File: config.mk
export PLATFORM = sky130hd
export DESIGN_NAME = repeating_decimal_expander
export DESIGN_NICKNAME = d
export VERILOG_FILES = /design/src/sv/rde_pkg.sv /design/src/sv/rde_div.sv /design/src/sv/rde_cell.sv /design/src/sv/repeating_decimal_expander.sv
export SDC_FILE = /design/constraint.sdc
export NUM_CORES = 1
export LEC_CHECK = 0
export BUFFER_PORTS_ARGS = -buffer_cell sky130_fd_sc_hd__buf_4
export CELL_PAD_IN_SITES_DETAIL_PLACEMENT = 1
export CELL_PAD_IN_SITES_GLOBAL_PLACEMENT = 1
export CORE_ASPECT_RATIO = 0.7
export CORE_MARGIN = 2
export CORE_UTILIZATION = 50
export DETAILED_ROUTE_END_ITERATION = 16
export PLACE_DENSITY_LB_ADDON = 0.1
export RECOVER_POWER = 50
export SLEW_MARGIN = 40
export SYNTH_ARGS = -nofsm -noshare
export SYNTH_HDL_FRONTEND = slang
export SYNTH_HIERARCHICAL = 1
export SYNTH_SLANG_ARGS = --single-unit
export TNS_END_PERCENT = 5
File: constraint.sdc
create_clock -name clk_i -period 26.8 [get_ports clk_i]
set_input_delay 4.02 -clock clk_i [delete_from_list [all_inputs] [get_ports clk_i]]
set_output_delay 4.02 -clock clk_i [all_outputs]
set_load 0.005 [all_outputs]
File: src/sv/rde_pkg.sv
`timescale 1ns / 1ps

package rde_pkg;

  localparam int NUM_W         = 31;
  localparam int DEN_W         = 6;
  localparam int DIG_W         = 4;
  localparam int VAL_W         = 31;
  localparam int PROD_W        = DEN_W + 4;
  localparam int STEP_W        = $clog2(NUM_W + 1);
  localparam int DIGIT_STEPS   = 4;
  localparam int RUN_DIGIT_CAP = 60;
  localparam int S_TDATA_W     = 40;
  localparam int M_TDATA_W     = 32;
  localparam int M_TUSER_W     = 3;
  localparam logic [DIG_W-1:0] BASE = DIG_W'(10);

  typedef enum logic [1:0] {
    KIND_INT   = 2'd0,
    KIND_DIGIT = 2'd1,
    KIND_OPEN  = 2'd2,
    KIND_CLOSE = 2'd3
  } kind_e;

  typedef enum logic [3:0] {
    S_IDLE,
    S_ERR,
    S_IDIV,
    S_IOUT,
    S_ZERO,
    S_DDIV,
    S_INS,
    S_CMP,
    S_CHK,
    S_ALIGN,
    S_EMIT,
    S_CLOSE
  } state_e;

  // One stored step of the long division: the remainder that produced the
  // digit, the digit itself and a mark for the first digit of the cycle.
  typedef struct packed {
    logic [DEN_W-1:0] rem;
    logic [DIG_W-1:0] digit;
    logic             cyc;
  } entry_t;

endpackage

File: src/sv/rde_div.sv
`timescale 1ns / 1ps

module rde_div (
  input  logic                      clk_i,
  input  logic                      rst_ni,
  input  logic                      start_i,
  input  logic [rde_pkg::DEN_W-1:0]  rem_init_i,
  input  logic [rde_pkg::NUM_W-1:0]  dvd_i,
  input  logic [rde_pkg::STEP_W-1:0] steps_i,
  input  logic [rde_pkg::DEN_W-1:0]  den_i,
  output logic                      busy_o,
  output logic [rde_pkg::NUM_W-1:0]  quot_o,
  output logic [rde_pkg::DEN_W-1:0]  rem_o
);
  import rde_pkg::*;

  logic [STEP_W-1:0] cnt_q;
  logic [DEN_W-1:0]  den_q, rem_q;
  logic [NUM_W-1:0]  acc_q;
  logic [DEN_W:0]    trial, diff;
  logic              ge;

  // Restoring division, one quotient bit per cycle. The dividend shifts out
  // of the top of acc_q while the quotient bits shift in at the bottom.
  assign trial = {rem_q, acc_q[NUM_W-1]};
  assign diff  = trial - {1'b0, den_q};
  assign ge    = (trial >= {1'b0, den_q});

  always_ff @(posedge clk_i or negedge rst_ni) begin
    if (!rst_ni) begin
      cnt_q <= '0;
    end else if (start_i) begin
      cnt_q <= steps_i;
    end else if (cnt_q != '0) begin
      cnt_q <= cnt_q - 1'b1;
    end
  end

  always_ff @(posedge clk_i) begin
    if (start_i) begin
      den_q <= den_i;
      rem_q <= rem_init_i;
      acc_q <= dvd_i;
    end else if (cnt_q != '0) begin
      rem_q <= ge ? diff[DEN_W-1:0] : trial[DEN_W-1:0];
      acc_q <= {acc_q[NUM_W-2:0], ge};
    end
  end

  assign busy_o = (cnt_q != '0);
  assign quot_o = acc_q;
  assign rem_o  = rem_q;

endmodule

File: src/sv/rde_cell.sv
`timescale 1ns / 1ps

module rde_cell (
  input  logic                     clk_i,
  input  logic                     shift_i,
  input  logic                     cmp_i,
  input  logic                     active_i,
  input  logic [rde_pkg::DEN_W-1:0] rem_i,
  input  rde_pkg::entry_t          prev_i,
  output rde_pkg::entry_t          entry_o
);
  import rde_pkg::*;

  entry_t entry_q;

  // Remainders held within one run are distinct, so at most one cell marks.
  always_ff @(posedge clk_i) begin
    if (shift_i) begin
      entry_q <= prev_i;
    end else if (cmp_i) begin
      entry_q.cyc <= active_i && (entry_q.rem == rem_i);
    end
  end

  assign entry_o = entry_q;

endmodule

File: src/sv/repeating_decimal_expander.sv
`timescale 1ns / 1ps
// Expands numerator/denominator into its decimal form, one fraction at a time.
// Each input transaction gives a run of output transactions: the integer
// quotient (tuser kind 0), then the fraction digits (kind 1), with the
// repeating part framed by an open (kind 2) and a close (kind 3) item; tlast
// marks the end of the run. A zero denominator gives one item with the error
// flag set, and an exact quotient gives the quotient followed by a single 0.
// The digit search stops after min(MAX_DIGITS, 60) digits without brackets.
// Sequence: the integer division runs in the bit-serial divider, each
// fraction digit then takes 4 divider steps plus the store, compare and check
// of the remainder row, and the row then shifts its oldest digit to the end
// before the n digits stream out; an output stall holds the stream. The next
// fraction is taken once the last item is queued.
module repeating_decimal_expander #(
  parameter int MAX_DIGITS = 64
) (
  input  logic                          clk_i,
  input  logic                          rst_ni,
  input  logic                          s_axis_tvalid_i,
  output logic                          s_axis_tready_o,
  // [30:0] numerator, [36:31] denominator, [39:37] zero
  input  logic [rde_pkg::S_TDATA_W-1:0] s_axis_tdata_i,
  output logic                          m_axis_tvalid_o,
  input  logic                          m_axis_tready_i,
  // [30:0] value, [31] zero
  output logic [rde_pkg::M_TDATA_W-1:0] m_axis_tdata_o,
  // [1:0] kind, [2] divide_error
  output logic [rde_pkg::M_TUSER_W-1:0] m_axis_tuser_o,
  output logic                          m_axis_tlast_o
);
  import rde_pkg::*;

  localparam int Limit = (MAX_DIGITS < RUN_DIGIT_CAP) ? MAX_DIGITS : RUN_DIGIT_CAP;
  localparam int CntW  = $clog2(Limit + 1);

  state_e state_q, state_d;

  logic [NUM_W-1:0] s_num;
  logic [DEN_W-1:0] s_den;
  logic             s_hs, load_ok;

  logic [DEN_W-1:0] r_q, den_q;
  logic [CntW-1:0]  idx_q, pos_q, ecnt_q;
  logic             found_q, br_q;

  logic             m_valid_q;
  kind_e            m_kind_q;
  logic [VAL_W-1:0] m_value_q;
  logic             m_err_q, m_last_q;

  // FSM outputs
  logic             out_load, out_err, out_last;
  kind_e            out_kind;
  logic [VAL_W-1:0] out_value;
  logic             div_start, div_int, chain_shift, chain_cmp;

  logic               div_busy;
  logic [NUM_W-1:0]   div_quot;
  logic [DEN_W-1:0]   div_rem;
  logic [PROD_W-1:0]  prod;
  logic [DEN_W-1:0]   div_rem_init, div_den;
  logic [NUM_W-1:0]   div_dvd;
  logic [STEP_W-1:0]  div_steps;

  entry_t             chain_w [0:Limit];
  entry_t             tail;
  logic [Limit-1:0]   cyc_w;
  logic               cyc_any, run_done, open_now, emit_final;

  assign s_num   = s_axis_tdata_i[NUM_W-1:0];
  assign s_den   = s_axis_tdata_i[NUM_W+DEN_W-1:NUM_W];
  assign s_hs    = s_axis_tvalid_i && s_axis_tready_o;
  assign load_ok = !m_valid_q || m_axis_tready_i;

  assign s_axis_tready_o = (state_q == S_IDLE);

  // Divider shared by the integer quotient and every fraction digit.
  assign prod         = PROD_W'(r_q) * PROD_W'(BASE);
  assign div_rem_init = div_int ? '0 : prod[PROD_W-1:DIGIT_STEPS];
  assign div_dvd      = div_int ? s_num
                                : {prod[DIGIT_STEPS-1:0], (NUM_W - DIGIT_STEPS)'(0)};
  assign div_steps    = div_int ? STEP_W'(NUM_W) : STEP_W'(DIGIT_STEPS);
  assign div_den      = div_int ? s_den : den_q;

  rde_div u_div (
    .clk_i      (clk_i),
    .rst_ni     (rst_ni),
    .start_i    (div_start),
    .rem_init_i (div_rem_init),
    .dvd_i      (div_dvd),
    .steps_i    (div_steps),
    .den_i      (div_den),
    .busy_o     (div_busy),
    .quot_o     (div_quot),
    .rem_o      (div_rem)
  );

  // Row of cells: new entries enter at cell 0, the oldest one leaves at the end.
  assign chain_w[0] = '{rem: r_q, digit: div_quot[DIG_W-1:0], cyc: 1'b0};

  for (genvar gi = 0; gi < Limit; gi++) begin : g_cell
    rde_cell u_cell (
      .clk_i    (clk_i),
      .shift_i  (chain_shift),
      .cmp_i    (chain_cmp),
      .active_i (idx_q > CntW'(gi)),
      .rem_i    (r_q),
      .prev_i   (chain_w[gi]),
      .entry_o  (chain_w[gi+1])
    );
    assign cyc_w[gi] = chain_w[gi+1].cyc;
  end

  assign tail       = chain_w[Limit];
  assign cyc_any    = |cyc_w;
  assign run_done   = cyc_any || (r_q == '0) || (idx_q == CntW'(Limit));
  assign open_now   = tail.cyc && !br_q;
  assign emit_final = (ecnt_q == CntW'(idx_q - 1'b1));

  always_comb begin
    state_d = state_q;
    unique case (state_q)
      S_IDLE:  if (s_hs) state_d = (s_den == '0) ? S_ERR : S_IDIV;
      S_ERR:   if (load_ok) state_d = S_IDLE;
      S_IDIV:  if (!div_busy) state_d = S_IOUT;
      S_IOUT:  if (load_ok) state_d = (r_q == '0) ? S_ZERO : S_DDIV;
      S_ZERO:  if (load_ok) state_d = S_IDLE;
      S_DDIV:  if (!div_busy) state_d = S_INS;
      S_INS:   state_d = S_CMP;
      S_CMP:   state_d = S_CHK;
      S_CHK:   state_d = run_done ? S_ALIGN : S_DDIV;
      S_ALIGN: if (pos_q == CntW'(Limit)) state_d = S_EMIT;
      S_EMIT: begin
        if (load_ok && !open_now && emit_final) begin
          state_d = found_q ? S_CLOSE : S_IDLE;
        end
      end
      S_CLOSE: if (load_ok) state_d = S_IDLE;
      default: state_d = S_IDLE;
    endcase
  end

  always_comb begin
    out_load    = 1'b0;
    out_kind    = KIND_INT;
    out_value   = '0;
    out_err     = 1'b0;
    out_last    = 1'b0;
    div_start   = 1'b0;
    div_int     = 1'b0;
    chain_shift = 1'b0;
    chain_cmp   = 1'b0;
    unique case (state_q)
      S_IDLE: begin
        div_int   = 1'b1;
        div_start = s_hs && (s_den != '0);
      end
      S_ERR: begin
        out_load = load_ok;
        out_err  = 1'b1;
        out_last = 1'b1;
      end
      S_IOUT: begin
        out_load  = load_ok;
        out_value = div_quot;
        div_start = load_ok && (r_q != '0);
      end
      S_ZERO: begin
        out_load = load_ok;
        out_kind = KIND_DIGIT;
        out_last = 1'b1;
      end
      S_INS:   chain_shift = 1'b1;
      S_CMP:   chain_cmp   = 1'b1;
      S_CHK:   div_start   = !run_done;
      S_ALIGN: chain_shift = (pos_q != CntW'(Limit));
      S_EMIT: begin
        out_load = load_ok;
        if (open_now) begin
          out_kind = KIND_OPEN;
        end else begin
          out_kind    = KIND_DIGIT;
          out_value   = VAL_W'(tail.digit);
          out_last    = !found_q && emit_final;
          chain_shift = load_ok;
        end
      end
      S_CLOSE: begin
        out_load = load_ok;
        out_kind = KIND_CLOSE;
        out_last = 1'b1;
      end
      default: ;
    endcase
  end

  always_ff @(posedge clk_i or negedge rst_ni) begin
    if (!rst_ni) begin
      state_q   <= S_IDLE;
      m_valid_q <= 1'b0;
      r_q       <= '0;
      idx_q     <= '0;
      pos_q     <= '0;
      ecnt_q    <= '0;
      found_q   <= 1'b0;
      br_q      <= 1'b0;
    end else begin
      state_q <= state_d;
      if (out_load) begin
        m_valid_q <= 1'b1;
      end else if (m_axis_tready_i) begin
        m_valid_q <= 1'b0;
      end
      if (s_hs && (s_den == '0)) begin
        r_q   <= '0;
        idx_q <= '0;
      end
      if ((state_q == S_IDIV || state_q == S_INS) && !div_busy) begin
        r_q <= div_rem;
      end
      if (state_q == S_IOUT) begin
        idx_q <= '0;
      end
      if (state_q == S_INS) begin
        idx_q <= idx_q + 1'b1;
      end
      if (state_q == S_CHK && run_done) begin
        pos_q   <= idx_q;
        ecnt_q  <= '0;
        found_q <= cyc_any;
        br_q    <= 1'b0;
      end
      if (state_q == S_ALIGN && chain_shift) begin
        pos_q <= pos_q + 1'b1;
      end
      if (state_q == S_EMIT && load_ok) begin
        if (open_now) begin
          br_q <= 1'b1;
        end else begin
          br_q   <= 1'b0;
          ecnt_q <= ecnt_q + 1'b1;
        end
      end
    end
  end

  always_ff @(posedge clk_i) begin
    if (out_load) begin
      m_kind_q  <= out_kind;
      m_value_q <= out_value;
      m_err_q   <= out_err;
      m_last_q  <= out_last;
    end
  end

  always_ff @(posedge clk_i) begin
    if (s_hs) begin
      den_q <= s_den;
    end
  end

  assign m_axis_tvalid_o = m_valid_q;
  assign m_axis_tdata_o  = {1'b0, m_value_q};
  assign m_axis_tuser_o  = {m_err_q, m_kind_q};
  assign m_axis_tlast_o  = m_last_q;

endmodule
==> results of run 1 <==
==> metal layers <==
metal  track usage [%]  vias up  wire, µm
met3             3.364       73      2783
met5                 0        -         0
met1             30.69     8440     31420
met4             4.585        0       972
met2             29.13      264     28470
li1                  -     7671         -
==> power breakdown <==
| group | switching, W | internal [W] |
|---|---|---|
| Sequential | 0.000261 | 0.00187 |
| Combinational | 0.000648 | 0.000516 |
| Clock | 0.000451 | 0.000557 |
==> sequential cells by signal (all words and copies together), names as in the netlist, 2 cells and up <==
register / cells
r_q: 6
u_div/quot_o: 31
m_kind_q: 2
ecnt_q: 6
u_div/rem_o: 6
state_q: 4
u_div/cnt_q: 5
u_div/den_q: 6
idx_q: 6
g_cell.u_cell/entry_o: 660
pos_q: 6
m_value_q: 31
den_q: 6
==> cells in the final DEF (no fill, tap or decap), types with 12 or more instances in the layout <==
cell and count:
and2_1 44, nand2_1 102, o21ai_0 30, clkinv_2 14, buf_4 77, or2_2 68, clkinv_1 12, nor3_1 16
clkbuf_1 33, and2_0 16, nand3_1 78, nor2_1 34, clkbuf_16 77, a21oi_1 28, ha_1 23, o31ai_2 60
nor4_1 13, inv_1 33, edfxtp_1 744, nand4_1 65, nand2b_1 14, mux2_2 44, dfrtp_1 33, xnor2_1 367
==> worst max-delay path by stage <==
stage                                         to  slack [ns]  depth (start not counted)
floorplan            g_cell[0].u_cell/entry_o[0]        8.46                          4
global placement    g_cell[14].u_cell/entry_o[0]       19.15                          7
detailed placement               u_div/quot_o[2]       19.98                          6
CTS                              s_axis_tready_o       20.50                          3
global route         g_cell[6].u_cell/entry_o[4]       19.26                          6
finish              g_cell[49].u_cell/entry_o[4]       19.68                          6
==> worst reg2reg max path: stages, from the launching register on <==
cell	delay, ns
dfrtp_1	0.67
nand2b_1	0.35
nor3_1	0.61
nand2_1	0.29
nand3_1	0.31
clkbuf_1	1.38
clkbuf_1	1.22
==> cells by family after synthesis <==
kind of cell    count (synthesis)  share of synthesized area (%)
mux                            56                          1.947
flops                         780                          72.33
xor+xnor                      378                          10.30
buf+inv                        74                         0.9696
simple gates                  486                          8.201
fa+ha+maj                      25                          1.020
other cells                     2                        0.02337
compound gates                188                          5.202
==> area by class of cell <==
class                   count  area share, %
multi-input cells        1136          23.85
inverters                  33         0.3429
clock buffers              98          5.608
well taps                 829          2.872
flip-flops and latches    780          64.38
clock inverters            34         0.7932
repair buffers            101          2.158
==> metrics by stage <==
stage / cells / worst slack (ns)
after floorplan: 1990 / 8.460
after global placement: 2874 / 19.15
after detailed placement: 2878 / 19.98
after CTS: 3010 / 20.50
after global routing: 3011 / 19.26
final: 3011 / 19.68
==> flow_summary.toml, run 1 <==
[sta]
hold_viol = 0
setup_viol = 0
timing.fmax_mhz = 140.4
slew_headroom_pct = -203.3
period_share_pct = 26.57
finClkSkew_ns = 0.02656
setup_tns_ns = 0
whs_ns = 0.4129
worst_slew_pin_slew_ns = 4.550
rsz0062_at_grt = "false"
slew_violations = 360
fin_crit_ns = 7.121

[finish]
fin_nets = 2196
antenna_cells = 0
drive_gt1_share_pct = 17.87
area_growth_syn_to_layout_pct = 12.41
final_util_pct = 56.98
regArea_um2 = 23250
n_fill_cell = 5812
stdcell_area_um2 = 36120
multi_input_area_um2 = 8615

[setup_path]
r2r-start = "state_q[3]"
crit_slowest_cell = "clkbuf_1"
cp-end-kind = "register"
setup.worst_path.start = "m_axis_tready_i"
cp.arrival_ns = 7.35
reg2regPathDepth = 6
cp_top_family = "buffers and inverters"
rrSetupSlack_ns = 21.57
critPathLaunchType = "input pin"
worstPathCellList = "clkbuf_4, nand2b_1, nand2_1, nand3_1, clkbuf_1, clkbuf_1"
cpMostUsedCell = "clkbuf_1"
path_max_fanout = 36
criticalPathCategory = "in -> reg"
path_buf_inv = 3
r2r_end = "g_cell[49].u_cell/entry_o[4]"
slowest_delay_ns = 1.38
required_ns = 27.03

[die]
die_w_um = 307.0
dieArea_um2 = 66340
core.rowCount = 77
start_util_pct = 50.69
core_area_um2 = 63390
die_h_um = 216.1
io_pins = 82

[route]
drt_pass1_iterations = 5
drt-wirelength-per-cell_um = 21.14
num_vias = 16450
drt_wl_total_um = 63640
via_per_inst = 5.463
first_iter_violations = 1299
antenna_left = 0
drc = 0

[grt]
grt_pass1_vias = 17110
antenna_found_initial = 2
grt_max_degree = 103
grt_usage_pct = 19.73
grt.overflow.total = 0
grt_pass1_wl_um = 100600

[run_status]
status = "finished with violations"
failed_checks = "capacitance limit, slew limit"

[logic_synthesis]
ys_types = 72
synth.most_common_cell = "edfxtp_1"
synth_commonest_cells = "744 x edfxtp_1, 367 x xnor2_1, 102 x nand2_1"
synth_ff_type = "edfxtp_1"
ys_async_sr_fraction_pct = 4.615
ys_ff_latch = 780
synth_largest_area_cell = "edfxtp_1"
synth_edf_count = 744
synth_cells = 1989
synth_top_area_share_pct = 69.53
yosys_warnings = 6
avgSynthCellArea_um2 = 16.15
ys_seq_area_share_pct = 72.33
synthTopCellsByArea = "edfxtp_1 70%, xnor2_1 10%, dfrtp_1 2.8%"
syn_area_um2 = 32130

[clock_tree]
cts_buffers = 75
root_buffer = "clkbuf_16"
worstSkewPairLatency_ns = 0.63
cts.htree.levels = 3
path_clk_slew_ns = 0.06
cts_tree = "yes"
clockBufferDepth = 3
cts_setup_buffers = 0
clock_sinks = 780
cts_resized = 0
hold_buffers = 0

[power]
p_leak_nw = 11.80
design_power_total_w = 0.004302
p_per_area_nw_per_um2 = 119.1
ir_drop_uv = 68.38

[placed_design]
place_area_um2 = 33920
dpl.hpwl_um = 40160
gp_congestion = 0.7908
port_buffers = 77

[worst_hold_path]
hold_path.class = "reg -> reg"
hold_end = "g_cell[51].u_cell/entry_o[2]"
holdCritStartpoint = "g_cell[50].u_cell/entry_o[2]"
hold_depth = 0

[run]
maxCapViolCount = 10
(Power assumes the default switching activity.)
==> inputs of run 2 (changes only) <==
ABC_AREA = 1   (was unset)
CORE_UTILIZATION = 45   (was 50)
clock period = 6.3 ns   (was 26.8 ns; I/O delays follow)
==> flow_summary.toml, run 2 <==
[clock_tree]
cts_buffers = 78
worstSkewPairLatency_ns = 0.66
root_buffer = "clkbuf_16"
clock_sinks = 780
cts.htree.levels = 3
hold_buffers = 0
cts_tree = "yes"
cts_setup_buffers = 0
path_clk_slew_ns = 0.06
clockBufferDepth = 3
cts_resized = 0

[logic_synthesis]
synth_cells = 3639
avgSynthCellArea_um2 = 9.697
synth_top_area_share_pct = 63.31
synth_ff_type = "edfxtp_1"
synth_commonest_cells = "999 x nand2_1, 760 x inv_1, 744 x edfxtp_1"
syn_area_um2 = 35290
yosys_warnings = 6
synth_edf_count = 744
ys_ff_latch = 780
synth_largest_area_cell = "edfxtp_1"
ys_seq_area_share_pct = 65.87
synth.most_common_cell = "nand2_1"
synthTopCellsByArea = "edfxtp_1 63%, nand2_1 11%, inv_1 8.1%"
ys_async_sr_fraction_pct = 4.615
ys_types = 50

[finish]
stdcell_area_um2 = 39680
largest_register_ff_count = 660
final_cell_count_no_fill = 4900
area_growth_syn_to_layout_pct = 12.46
n_fill_cell = 8628
final_cell_mix = "1,000 x nand2_1, 761 x inv_1, 744 x edfxtp_1, 467 x nor2_1, 220 x nand3_1"
final_util_pct = 51.40
final_common_cell = "nand2_1"
fin_nets = 3865
regArea_um2 = 23240
multi_input_area_um2 = 8990
drive_gt1_share_pct = 7.525

[sta]
finClkSkew_ns = 0.03436
period_share_pct = 76.28
worst_slew_pin_slew_ns = 2.173
setup_viol = 0
fin_crit_ns = 4.805
slew_violations = 365
timing.fmax_mhz = 208.1
rsz0062_at_grt = "false"
slew_headroom_pct = -44.90
hold_viol = 0
setup_tns_ns = 0

[grt]
grt_max_degree = 102
antenna_found_initial = 5
grt_pass1_wl_um = 137500
grt_pass1_vias = 25280
grt.overflow.total = 0
grt_usage_pct = 21.51

[setup_path]
path_max_fanout = 54
criticalPathCategory = "reg -> reg"
slowest_delay_ns = 0.85
critPathLaunchType = "register"
required_ns = 6.60
cp-end-kind = "register"
cp_top_family = "simple AND/OR/NAND/NOR gates"
path_buf_inv = 7
cp.arrival_ns = 5.11
crit_slowest_cell = "nand3_1"
worstPathCellList = "inv_1, nor2_4, inv_1, nor2_1, clkinv_1, nor2_1, inv_2, nand3_1, buf_12, buf_4, buf_4"

[worst_hold_path]
hold_path.class = "reg -> reg"

[route]
drc = 0
antenna_left = 0
first_iter_violations = 1708
num_vias = 24200
via_per_inst = 4.938
drt-wirelength-per-cell_um = 17.50
drt_pass1_iterations = 5
drt_wl_total_um = 85760

[die]
die_h_um = 238.3
core.rowCount = 85
die_w_um = 338.7
start_util_pct = 45.70
core_area_um2 = 77210
io_pins = 82
dieArea_um2 = 80710

[power]
switching_power_w = 0.006872
p_leak_nw = 17.44
power_frac_seq_pct = 44.2
p_int_w = 0.01128
p_clk_share_pct = 24.4
design_power_total_w = 0.01815
p_comb_share_pct = 31.3
p_per_area_nw_per_um2 = 457.4
switching_share_pct = 37.86
ir_drop_uv = 375.8

[run_status]
status = "finished with violations"
failed_checks = "capacitance limit, slew limit"

[placed_design]
gp_congestion = 0.8392
place_area_um2 = 37330
place_inst = 4756
dpl.hpwl_um = 56640
port_buffers = 77

[run]
maxCapViolCount = 8
-- run 2: per-stage QoR --
stage          setup WS (ns)  hold slack, ns
3_3_place_gp           2.685          0.4029
5_1_grt                1.125          0.4198
3_5_place_dp           2.589          0.4051
4_1_cts                2.545          0.2624
2_1_floorplan         -2.668          0.4003
6_report               1.495          0.4095
-- run 2: power groups by stage --
| stage | Clock (W) | Combinational, W | Sequential [W] |
|---|---|---|---|
| floorplan | 0 | 0.00408 | 0.00833 |
| global placement | 0 | 0.00527 | 0.00816 |
| detailed placement | 0 | 0.00564 | 0.00819 |
| CTS | 0.00455 | 0.00567 | 0.00811 |
| global route | 0.00473 | 0.00649 | 0.00818 |
| finish | 0.00443 | 0.00569 | 0.00803 |
-- run 2: worst paths after layout --
check                                        startpoint                      endpoint  slack (ns)  cells after the start
setup / recovery                             state_q[3]  g_cell[30].u_cell/entry_o[1]        1.49                     11
hold / removal             g_cell[32].u_cell/entry_o[1]  g_cell[33].u_cell/entry_o[1]        0.41                      0
setup reg to reg                             state_q[3]  g_cell[30].u_cell/entry_o[1]        1.49                     11
hold reg to reg            g_cell[32].u_cell/entry_o[1]  g_cell[33].u_cell/entry_o[1]        0.41                      0
max in group asynchronous                        rst_ni                     ecnt_q[5]        4.12                      1
min in group asynchronous                        rst_ni                u_div/cnt_q[3]        0.94                      1
-- run 2: kinds of logic after synthesis --
| logic type | count (synthesis) | share of synthesized area, % |
|---|---|---|
| compound gates | 224 | 3.457 |
| buf+inv | 801 | 8.630 |
| simple gates | 1797 | 20.85 |
| other cells | 2 | 0.02128 |
| xor+xnor | 9 | 0.2234 |
| fa+ha+maj | 25 | 0.9290 |
| mux | 1 | 0.02837 |
| flops | 780 | 65.87 |
-- run 2: layout make-up --
| cell class | instances | area share [%] |
|---|---|---|
| Sequential cell | 780 | 58.57 |
| Multi-Input combinational cell | 2059 | 22.65 |
| Inverter | 771 | 7.293 |
| Clock buffer | 93 | 5.165 |
| Tap cell | 1044 | 3.292 |
| Timing Repair Buffer | 106 | 2.122 |
| Clock inverter | 45 | 0.8923 |
| Antenna cell | 2 | 0.01261 |
-- run 2: per-layer routing --
metal | track usage, % | up-vias | wire [µm]
met5 | 0 | - | 0
met1 | 31.36 | 11930 | 42110
met2 | 34.08 | 335 | 38850
met3 | 3.027 | 102 | 3139
li1 | - | 11830 | -
met4 | 5.414 | 0 | 1661
==> inputs of run 3 (changes only) <==
clock period = 4.2 ns   (was 6.3 ns; I/O delays follow)
==> flow_summary.toml, run 3 (synthesis results as in run 2) <==
[sta]
period_share_pct = 84.24
finClkSkew_ns = 0.02682
timing.fmax_mhz = 282.7
slew_violations = 190
worst_slew_pin_slew_ns = 2.179
fin_crit_ns = 3.538
setup_tns_ns = 0
hold_viol = 0
rsz0062_at_grt = "false"
setup_viol = 0
slew_headroom_pct = -45.27

[worst_hold_path]
holdCritStartpoint = "s_axis_tdata_i[32]"
hold_path.class = "in -> reg"

[route]
antenna_left = 0
drt_wl_total_um = 87290
drt_pass1_iterations = 5
num_vias = 24480
via_per_inst = 4.979
first_iter_violations = 1725
drc = 0
drt-wirelength-per-cell_um = 17.76

[clock_tree]
path_clk_slew_ns = 0.06
clockBufferDepth = 3
cts_tree = "yes"
clock_sinks = 780
cts_buffers = 79
worstSkewPairLatency_ns = 0.65
root_buffer = "clkbuf_16"
cts_resized = 0
cts.htree.levels = 3

[die]
dieArea_um2 = 80710
start_util_pct = 45.70
core.rowCount = 85
die_h_um = 238.3
io_pins = 82
core_area_um2 = 77210
die_w_um = 338.7

[power]
p_per_area_nw_per_um2 = 694.5
design_power_total_w = 0.02776
p_leak_nw = 17.57
ir_drop_uv = 351.7

[grt]
grt_usage_pct = 21.90
grt_pass1_vias = 25890
antenna_found_initial = 2
grt.overflow.total = 0
grt_max_degree = 93
grt_pass1_wl_um = 139900

[placed_design]
dpl.hpwl_um = 57380
port_buffers = 77
gp_congestion = 0.8614
place_area_um2 = 37510

[finish]
largest_register_ff_count = 660
drive_gt1_share_pct = 7.853
stdcell_area_um2 = 39970
final_common_cell = "nand2_1"
final_cell_mix = "1,000 x nand2_1, 761 x inv_1, 744 x edfxtp_1, 466 x nor2_1, 218 x nand3_1"
fin_nets = 3876
area_growth_syn_to_layout_pct = 13.27
final_util_pct = 51.77

[setup_path]
slowest_delay_ns = 0.45
criticalPathCategory = "reg -> reg"
rrSetupSlack_ns = 0.66
critPathLaunchType = "register"
worstPathCellList = "inv_1, nand2_1, nor2_8, inv_1, nor2_1, inv_2, nand3_4, buf_12, buf_12, inv_1, nand3_1, nor2_1, nand3_1, nand2_1"
cpMostUsedCell = "inv_1"
setup.worst_path.start = "state_q[0]"
path_max_fanout = 92
required_ns = 4.57
cp.arrival_ns = 3.91
cp-end-kind = "register"
crit_slowest_cell = "nand3_4"
r2r-start = "state_q[0]"

[run]
maxCapViolCount = 4

[run_status]
status = "finished with violations"
failed_checks = "capacitance limit, slew limit"
## run 3: changes by cell type in the layout (fill, tap and decap cells not counted), moves of 3 or more
| cell | change |
|---|---|
| buf_12 | +3 |
| dfrtp_1 | -5 |
| clkinv_1 | -7 |
| o21ai_1 | -4 |
| buf_4 | +5 |
| o21ai_0 | +4 |
| bufinv_16 | +7 |
| clkbuf_4 | -5 |
| dfrtp_4 | +5 |
| clkbuf_1 | +17 |
## run 3: worst paths after layout
path	end	depth (start not counted)
max	g_cell[23].u_cell/entry_o[0]	14
min	den_q[1]	1
max reg2reg	g_cell[23].u_cell/entry_o[0]	14
min reg2reg	g_cell[2].u_cell/entry_o[4]	0
max in group asynchronous	r_q[3]	2
min in group asynchronous	r_q[1]	2
## run 3: repair_timing
| item | 4_1_cts | 5_1_grt |
|---|---|---|
| buffers inserted | 0 | 0 |
| hold endpoints to repair | 36 | 0 |
| hold buffers | 1 | 0 |
## run 3: worst max-delay path, delay by kind of cell, from the launching register on
family / cells / cell delay, ns
simple gates: 8 / 1.58
buf+inv: 6 / 1.16
flops: 1 / 0.41
## run 3: area by class of cell
type	count	area, µm²
Inverter	771	2894
Sequential cell	780	23260
Fill cell	8717	37240
Clock buffer	103	2088
Tap cell	1044	1306
Antenna cell	1	2.502
Timing Repair Buffer	116	918.4
Clock inverter	42	471.7
Multi-Input combinational cell	2059	9029
## run 3: metal layers
metal	wire (µm)	part of all wire, %	vias up	GRT usage, %
met1	41850	48	12130	31.20
met4	2038	2.3	2	6.249
met3	3348	3.8	126	3.434
li1	-	-	11860	-
met5	20	0.023	-	0
met2	40030	46	362	34.95
## run 3: stage by stage
stage | hold slack, ns | worst slack, ns | std cells
floorplan | 0.3344 | -4.453 | 3640
global placement | 0.4033 | 0.9999 | 4769
detailed placement | 0.4051 | 0.9469 | 4769
CTS | 0.1459 | 0.9177 | 4915
global route | 0.1809 | 0.3304 | 4915
finish | 0.2081 | 0.6621 | 4916
## run 3: where the power goes
| group | switching, W | internal (W) |
|---|---|---|
| clock | 0.00307 | 0.00398 |
| sequential | 0.00100 | 0.0108 |
| combinational | 0.00629 | 0.00266 |
